==> src/design/line_interp_two_point_assert.svh <==
// Assertion macros shared by the two-point line interpolator.
`ifndef LINE_INTERP_TWO_POINT_ASSERT_SVH
`define LINE_INTERP_TWO_POINT_ASSERT_SVH

// Same-cycle implication, skipped while reset is high.
`define LIP_ASSERT_NOW(label, clk, rst, ante, cons) \
   label: assert property (@(posedge clk) disable iff (rst) (ante) |-> (cons)) \
      else $error("line_interp_two_point: same-cycle check failed");

// Next-cycle implication, skipped while reset is high.
`define LIP_ASSERT_NEXT(label, clk, rst, ante, cons) \
   label: assert property (@(posedge clk) disable iff (rst) (ante) |=> (cons)) \
      else $error("line_interp_two_point: next-cycle check failed");

`endif

==> src/design/lip_pkg.sv <==
// Constants and register codes of the two-point line interpolator.
`default_nettype none

package lip_pkg;

   localparam int COORD_W             = 16;
   localparam int SLOPE_FRACTION_BITS = 16;
   localparam int SLOPE_W             = COORD_W + SLOPE_FRACTION_BITS;
   localparam int PROD_W              = SLOPE_W + COORD_W;
   localparam int DIV_CNT_W           = $clog2(SLOPE_W + 1);
   localparam int CSR_INDEX_W         = 2;

   localparam logic [CSR_INDEX_W-1:0] CSR_POINT_A_X = 2'd0;
   localparam logic [CSR_INDEX_W-1:0] CSR_POINT_A_Y = 2'd1;
   localparam logic [CSR_INDEX_W-1:0] CSR_POINT_B_X = 2'd2;
   localparam logic [CSR_INDEX_W-1:0] CSR_POINT_B_Y = 2'd3;

   localparam logic [COORD_W-1:0] POINT_A_X_RESET = 16'd0;
   localparam logic [COORD_W-1:0] POINT_A_Y_RESET = 16'd0;
   localparam logic [COORD_W-1:0] POINT_B_X_RESET = 16'd1;
   localparam logic [COORD_W-1:0] POINT_B_Y_RESET = 16'd1;

endpackage

`default_nettype wire

==> src/design/line_interp_two_point.sv <==
// Two-point line interpolator: slope divider and three-stage query pipeline.
`default_nettype none

// Maps each query x onto the straight line through two programmed points A and B
// (sensor linearization). The point with the smaller x is the left point L; the
// result is Ly plus or minus bits 31:16 of slope*|x-Lx|, where the Q16 slope is
// floor(|dy|*65536/dx), kept at 32 bits. rsp_tuser flags equal x coordinates
// (result 0), a product of 2^32 or more, or a sum outside 0..65535.
// Throughput is one query per clock while the output is not stalled and the
// divider is idle. A query passes the s1, s2 and s3 registers before rsp_tvalid
// rises. A stalled output only holds the last stage, so the front keeps taking
// queries until the pipeline is full. The slope comes from a restoring divider
// that retires one quotient bit per clock: after reset and after every register
// write it loads its operands and then works out all SLOPE_W quotient bits,
// during which req_tready is low. CSR writes are always taken and belong in idle
// time, with no query in flight.
module line_interp_two_point
   import lip_pkg::*;
(
   input  wire logic                   clock,
   input  wire logic                   reset,

   // query stream
   input  wire logic                   req_tvalid,
   output      logic                   req_tready,
   input  wire logic [15:0]            req_tdata,   // [15:0] query_x

   // result stream
   output      logic                   rsp_tvalid,
   input  wire logic                   rsp_tready,
   output      logic [15:0]            rsp_tdata,   // [15:0] line_y
   output      logic [0:0]             rsp_tuser,   // [0] range_error

   // register writes
   input  wire logic                   csr_valid,
   output      logic                   csr_ready,
   input  wire logic [CSR_INDEX_W-1:0] csr_index,
   input  wire logic [COORD_W-1:0]     csr_data
);

`include "line_interp_two_point_assert.svh"

   // ---------------------------------------------------------------------
   // Point registers
   // ---------------------------------------------------------------------
   logic [COORD_W-1:0] point_a_x_ff, point_a_y_ff, point_b_x_ff, point_b_y_ff;
   logic               csr_write;

   assign csr_ready = 1'b1;
   assign csr_write = csr_valid && csr_ready;

   always_ff @(posedge clock) begin
      if (reset) begin
         point_a_x_ff <= POINT_A_X_RESET;
         point_a_y_ff <= POINT_A_Y_RESET;
         point_b_x_ff <= POINT_B_X_RESET;
         point_b_y_ff <= POINT_B_Y_RESET;
      end else if (csr_write) begin
         unique case (csr_index)
            CSR_POINT_A_X: point_a_x_ff <= csr_data;
            CSR_POINT_A_Y: point_a_y_ff <= csr_data;
            CSR_POINT_B_X: point_b_x_ff <= csr_data;
            CSR_POINT_B_Y: point_b_y_ff <= csr_data;
         endcase
      end
   end

   // ---------------------------------------------------------------------
   // Line setup: order the points, get |dy| and dx
   // ---------------------------------------------------------------------
   logic               a_is_left;
   logic [COORD_W-1:0] lx_in, ly_in, rx_in, ry_in, dx_in, dy_in;
   logic               falling_in;

   always_comb begin
      a_is_left  = !(point_a_x_ff > point_b_x_ff);   // tie keeps A on the left
      lx_in      = a_is_left ? point_a_x_ff : point_b_x_ff;
      ly_in      = a_is_left ? point_a_y_ff : point_b_y_ff;
      rx_in      = a_is_left ? point_b_x_ff : point_a_x_ff;
      ry_in      = a_is_left ? point_b_y_ff : point_a_y_ff;
      falling_in = ly_in > ry_in;
      dy_in      = falling_in ? (ly_in - ry_in) : (ry_in - ly_in);
      dx_in      = rx_in - lx_in;
   end

   logic [COORD_W-1:0] lx_ff, ly_ff, dx_ff;
   logic               falling_ff, same_x_ff;

   // ---------------------------------------------------------------------
   // Slope divider: restoring, one quotient bit per clock.
   // quot_ff starts as the numerator and fills with quotient bits from below.
   // ---------------------------------------------------------------------
   logic                 start_ff;
   logic [DIV_CNT_W-1:0] div_cnt_ff;
   logic [SLOPE_W-1:0]   quot_ff;
   logic [COORD_W-1:0]   rem_ff;
   logic [COORD_W:0]     trial;
   logic                 trial_fits;
   logic                 slope_ok;

   assign trial      = {rem_ff, quot_ff[SLOPE_W-1]};
   assign trial_fits = trial >= {1'b0, dx_ff};
   assign slope_ok   = !start_ff && (div_cnt_ff == '0);

   always_ff @(posedge clock) begin
      if (reset) begin
         start_ff   <= 1'b1;
         div_cnt_ff <= '0;
      end else begin
         // any write restarts the setup, also one that lands mid-division
         start_ff <= csr_write;
         if (start_ff) begin
            div_cnt_ff <= DIV_CNT_W'(SLOPE_W);
         end else if (div_cnt_ff != '0) begin
            div_cnt_ff <= div_cnt_ff - 1'b1;
         end
      end
   end

   always_ff @(posedge clock) begin
      if (start_ff) begin
         lx_ff      <= lx_in;
         ly_ff      <= ly_in;
         dx_ff      <= dx_in;
         falling_ff <= falling_in;
         same_x_ff  <= (dx_in == '0);
         quot_ff    <= {dy_in, {SLOPE_FRACTION_BITS{1'b0}}};
         rem_ff     <= '0;
      end else if (div_cnt_ff != '0) begin
         rem_ff  <= trial_fits ? COORD_W'(trial - {1'b0, dx_ff}) : trial[COORD_W-1:0];
         quot_ff <= {quot_ff[SLOPE_W-2:0], trial_fits};
      end
   end

   // ---------------------------------------------------------------------
   // Query pipeline. Each stage moves when the one after it is empty or moving.
   // ---------------------------------------------------------------------
   logic s1_en, s2_en, s3_en;
   logic s1_valid_ff, s2_valid_ff, s3_valid_ff;

   assign s3_en      = !s3_valid_ff || rsp_tready;
   assign s2_en      = !s2_valid_ff || s3_en;
   assign s1_en      = !s1_valid_ff || s2_en;
   assign req_tready = s1_en && slope_ok;

   // stage 1: side of Lx and distance from it
   logic               s1_past_in;
   logic [COORD_W-1:0] s1_dist_in;
   logic               s1_past_ff;
   logic [COORD_W-1:0] s1_dist_ff;

   assign s1_past_in = req_tdata >= lx_ff;
   assign s1_dist_in = s1_past_in ? (req_tdata - lx_ff) : (lx_ff - req_tdata);

   // stage 2: slope times distance
   logic [PROD_W-1:0]  s2_prod_ff;
   logic               s2_past_ff;

   // stage 3: overflow check, add or subtract, output register
   logic [31:0]        prod_lo;
   logic [31:0]        inc_wide;
   logic [COORD_W-1:0] inc;
   logic               prod_ovf;
   logic               add_dir;
   logic [COORD_W:0]   sum_ext, diff_ext;
   logic [COORD_W-1:0] s3_y_in;
   logic               s3_err_in;
   logic [COORD_W-1:0] s3_y_ff;
   logic               s3_err_ff;

   always_comb begin
      prod_lo  = s2_prod_ff[31:0];
      prod_ovf = |s2_prod_ff[PROD_W-1:32];
      inc_wide = prod_lo >> SLOPE_FRACTION_BITS;
      inc      = inc_wide[COORD_W-1:0];
      add_dir  = s2_past_ff ^ falling_ff;
      sum_ext  = {1'b0, ly_ff} + {1'b0, inc};
      diff_ext = {1'b0, ly_ff} - {1'b0, inc};
      if (same_x_ff) begin
         s3_y_in   = '0;
         s3_err_in = 1'b1;
      end else if (add_dir) begin
         s3_y_in   = sum_ext[COORD_W-1:0];
         s3_err_in = prod_ovf || sum_ext[COORD_W];
      end else begin
         s3_y_in   = diff_ext[COORD_W-1:0];
         s3_err_in = prod_ovf || diff_ext[COORD_W];   // borrow: inc above Ly
      end
   end

   always_ff @(posedge clock) begin
      if (reset) begin
         s1_valid_ff <= 1'b0;
         s2_valid_ff <= 1'b0;
         s3_valid_ff <= 1'b0;
      end else begin
         if (s1_en) s1_valid_ff <= req_tvalid && slope_ok;
         if (s2_en) s2_valid_ff <= s1_valid_ff;
         if (s3_en) s3_valid_ff <= s2_valid_ff;
      end
   end

   always_ff @(posedge clock) begin
      if (s1_en) begin
         s1_past_ff <= s1_past_in;
         s1_dist_ff <= s1_dist_in;
      end
      if (s2_en) begin
         s2_prod_ff <= PROD_W'(quot_ff) * PROD_W'(s1_dist_ff);
         s2_past_ff <= s1_past_ff;
      end
      if (s3_en) begin
         s3_y_ff   <= s3_y_in;
         s3_err_ff <= s3_err_in;
      end
   end

   assign rsp_tvalid = s3_valid_ff;
   assign rsp_tdata  = s3_y_ff;
   assign rsp_tuser  = s3_err_ff;

   // ---------------------------------------------------------------------
   // Checks
   // ---------------------------------------------------------------------
   `LIP_ASSERT_NOW(no_query_while_dividing, clock, reset,
                   (div_cnt_ff != '0) || start_ff, !req_tready)
   `LIP_ASSERT_NEXT(divider_loads_full_count, clock, reset,
                    start_ff, start_ff || (div_cnt_ff == DIV_CNT_W'(SLOPE_W)))
   `LIP_ASSERT_NEXT(stage2_moves_to_output, clock, reset,
                    s2_valid_ff && s3_en, rsp_tvalid)
   `LIP_ASSERT_NEXT(stage1_moves_to_stage2, clock, reset,
                    s1_valid_ff && s2_en, s2_valid_ff)

endmodule

`default_nettype wire
==> config.mk <==
export PLATFORM = sky130hd
export DESIGN_NAME = line_interp_two_point
export DESIGN_NICKNAME = d
export VERILOG_FILES = /design/src/design/lip_pkg.sv /design/src/design/line_interp_two_point.sv
export VERILOG_INCLUDE_DIRS = /design/src /design/src/design
export SDC_FILE = /design/constraint.sdc
export NUM_CORES = 2
export LEC_CHECK = 0
export ABC_AREA = 1
export BUFFER_PORTS_ARGS = -buffer_cell sky130_fd_sc_hd__clkbuf_2
export CELL_PAD_IN_SITES_DETAIL_PLACEMENT = 0
export CELL_PAD_IN_SITES_GLOBAL_PLACEMENT = 1
export CORE_MARGIN = 2
export CORE_UTILIZATION = 30
export DETAILED_ROUTE_END_ITERATION = 6
export GPL_ROUTABILITY_DRIVEN = 0
export GPL_TIMING_DRIVEN = 0
export PLACE_DENSITY = 0.64
export REMOVE_ABC_BUFFERS = 1
export SLEW_MARGIN = 20
export SYNTH_ARGS = -nofsm -noshare
export SYNTH_HDL_FRONTEND = slang
export SYNTH_SLANG_ARGS = --single-unit
==> constraint.sdc <==
create_clock -name clock -period 9.73 [get_ports clock]
set_clock_uncertainty 0.1 [all_clocks]
set_input_delay 0.4865 -clock clock [delete_from_list [all_inputs] [get_ports clock]]
set_output_delay 0.4865 -clock clock [all_outputs]
set_load 0.02 [all_outputs]
==> flow_metrics.tcl <==
set metrics [dict create \
    status "finished clean" \
    path_class "reg -> reg" \
    wire_per_inst_um 17.0 \
    rr_startpoint "quot_ff[17]" \
    finalSetupTns_ns 0 \
    period_needed_ns 6.92 \
    rr_worst_depth 20 \
    syn_inst 4323 \
    maxCapViolCount 0 \
    post_cts_resized 0 \
    grt_pass1_vias 27500 \
    grt_first_pass_wirelength_mm 156 \
    crit_path_max_fanout 17 \
    crit_path_cell_trace "nand2_1, fa_1, inv_1, fa_1, fa_1, fa_1, fa_1, inv_1, fa_1, inv_1, ha_1, nand2_1, nor4_1, nand2_1, o211ai_1, nand2_1, nand2_1, nand2_1, o2111ai_1, xor2_1" \
    routed_wl_mm 97.0 \
    setup-violations-final 0 \
    ant_nets 0 \
    ios 59 \
    cts_hold_buffers 0 \
    area_growth_pct 9.69 \
    clockBufferDepth 3 \
    antenna_found_initial 4 \
    placementRows 120 \
    drc_errors 0 \
    fin_crit_sh_pct 71.1 \
    final_common_cell "nand2_1" \
    cp.required_ns 9.93 \
    dp_hpwl_mm 79.4 \
    yosysWarnings 0 \
    avgSynthCellArea_um2 7.48 \
    syn_area_um2 32300 \
    hold_path.class "in -> reg" \
    whs_path_depth 3 \
    synth-edff-count 133 \
    die-area_um2 110000 \
    clock_sinks 239 \
    path_clk_slew_ns 0.06 \
    synthArstFlopShare_pct 0 \
    worstMarginPinSlew_ns 1.08 \
    critPathBufInv 3 \
    start_kind "flip-flop" \
    yosysSeqAreaShare_pct 18.9 \
    crit_path_end_kind "flip-flop" \
    post_cts_buffers 0 \
    insertion_delay_ns 0.58 \
    cts_made_buffers 34 \
    hold_ws_ns 0.0812 \
    ys_ff_latch 239 \
    grt_setup_unrepaired "no" \
    die_y_um 332 \
    dpl_cell_area_um2 34300 \
    ys_types 57 \
    drtIter0Drc 1519 \
    fp.dieW_um 332 \
    most-common-layout-cells "nand2_1, inv_1, fa_1, a21oi_1, ha_1" \
    synth_ff_type "edfxtp_1" \
    fmax_mhz 145 \
    grt-ovfl-total 0 \
    finalHoldViolCount 0 \
    finalNetCount 4960 \
    r2r_slack_ns 2.81 \
    initial_core_util_pct 30.2 \
    maxSlewViolCount 0 \
    grt_usage_pct 18.0 \
    via_per_inst 4.67 \
    cts_max_level 2 \
    vias 26700 \
    grt_max_degree 91 \
    io_buffers 57 \
    max_slew_margin_pct 28.1 \
    min_to "start_ff" \
    coreArea_um2 107000 \
    root_buffer "clkbuf_16" \
    cts_tree "done" \
    crit_family "adder cells" \
    rr_endpoint "s2_prod_ff[46]" \
    stdcell_area_um2 35500 \
    dr.pass1.iters 5 \
    crit_path_max_incr_delay_ns 1.03 \
    cp.arrival_ns 7.12 \
    final_layout_size_suffix_gt1_share_pct 5.18 \
    cp_slowest_cell "edfxtp_1" \
    holdCritStartpoint "csr_valid" \
]
-- synth_stat cells (4+ instances only) --
master / n / share of area [%]
nor3_1: 23 / 0.36
or2_2: 16 / 0.31
xnor2_1: 18 / 0.49
a221oi_1: 4 / 0.11
inv_2: 5 / 0.058
o31ai_1: 7 / 0.16
inv_1: 999 / 12
o211ai_1: 12 / 0.28
o21ai_1: 18 / 0.28
buf_6: 7 / 0.24
nand4_1: 38 / 0.73
nor4_1: 10 / 0.19
dfxtp_1: 106 / 6.6
o21bai_1: 12 / 0.28
o21ai_2: 12 / 0.32
a31oi_1: 9 / 0.17
a21boi_0: 7 / 0.16
a211oi_1: 7 / 0.16
nand2_1: 1122 / 13
o21ai_0: 171 / 2.6
xor2_1: 70 / 1.9
o21a_1: 12 / 0.28
buf_2: 4 / 0.062
ha_1: 217 / 8.4
nand2_2: 15 / 0.29
nand3b_1: 4 / 0.093
a21oi_1: 242 / 3.7
a21oi_2: 4 / 0.11
nand3_1: 200 / 3.1
clkbuf_1: 156 / 1.8
fa_1: 422 / 26
a21o_1: 7 / 0.16
edfxtp_1: 133 / 12
nor2_1: 194 / 2.3
-- cell type report --
| class | count | area [µm²] |
|---|---|---|
| Clock inverter | 19 | 231 |
| Clock buffer | 43 | 905 |
| Fill cell | 11600 | 71600 |
| Tap cell | 1403 | 1760 |
| Antenna cell | 1 | 2.50 |
| Inverter | 1007 | 3780 |
| Timing Repair Buffer | 98 | 990 |
| Multi-Input combinational cell | 2902 | 21700 |
| Sequential cell | 239 | 6120 |
-- flip-flops by register name, summed over array words and instances, names as in the netlist, 6 cells and up --
register / cells
point_b_x_ff: 16
s2_prod_ff: 32
dx_ff: 16
rem_ff: 16
ly_ff: 16
div_cnt_ff: 6
lx_ff: 16
point_a_y_ff: 16
quot_ff: 32
point_b_y_ff: 16
rsp_tdata: 16
s1_dist_ff: 16
point_a_x_ff: 16
-- logic make-up after synthesis --
logic type                 count (synthesis)  synth area share [%]
adders and majority gates                639                  34.5
AOI/OAI and AO/OA                        540                  9.37
DFF                                      239                  18.9
other                                      1                0.0116
buffers and inverters                   1182                  14.1
muxes                                      1                0.0309
xor gates and xnor gates                  88                  2.38
and+or+nand+nor                         1633                  20.7
-- per-stage QoR --
stage                     setup slack [ns]  util, %  std cells
after floorplan                       3.76        -       4148
after global placement                2.17     31.4       5608
after detailed placement              2.79     32.1       5649
after CTS                             2.73     33.1       5711
after global routing                  2.36     33.1       5711
final                                 2.81     33.1       5712
-- metal layers --
metal  track usage (%)  vias to the layer above  part of all wire (%)
li1                  -                    13100                     -
met1              24.1                    12900                    46
met4              3.94                        0                   2.0
met5                 0                        -                     0
met2              31.1                      531                    48
met3              1.95                      127                   4.3
-- how the worst max path moves through the flow --
| stage | startpoint | end | slack [ns] | cells past startpoint |
|---|---|---|---|---|
| 2_1_floorplan | s1_dist_ff[1] | s2_prod_ff[45] | 3.76 | 21 |
| 3_3_place_gp | s1_dist_ff[7] | s2_prod_ff[45] | 2.17 | 20 |
| 3_5_place_dp | s1_dist_ff[4] | s2_prod_ff[45] | 2.79 | 24 |
| 4_1_cts | s1_dist_ff[4] | s2_prod_ff[45] | 2.73 | 24 |
| 6_report | quot_ff[17] | s2_prod_ff[46] | 2.81 | 20 |
| 5_1_grt | quot_ff[14] | s2_prod_ff[45] | 2.36 | 20 |
-- worst reg2reg max path, cell delays in order, from the launching register on --
cell and delay [ns]:
edfxtp_1 1.03, nand2_1 0.21, fa_1 0.57, inv_1 0.05, fa_1 0.48, fa_1 0.60
fa_1 0.45, fa_1 0.51, inv_1 0.05, fa_1 0.47, inv_1 0.04, ha_1 0.35
nand2_1 0.15, nor4_1 0.40, nand2_1 0.09, o211ai_1 0.39, nand2_1 0.20, nand2_1 0.17
nand2_1 0.11, o2111ai_1 0.11, xor2_1 0.11
Power is left out: the tool's default activity adds up to more than one toggle a clock period on the data nets, which glitch-free logic cannot reach.
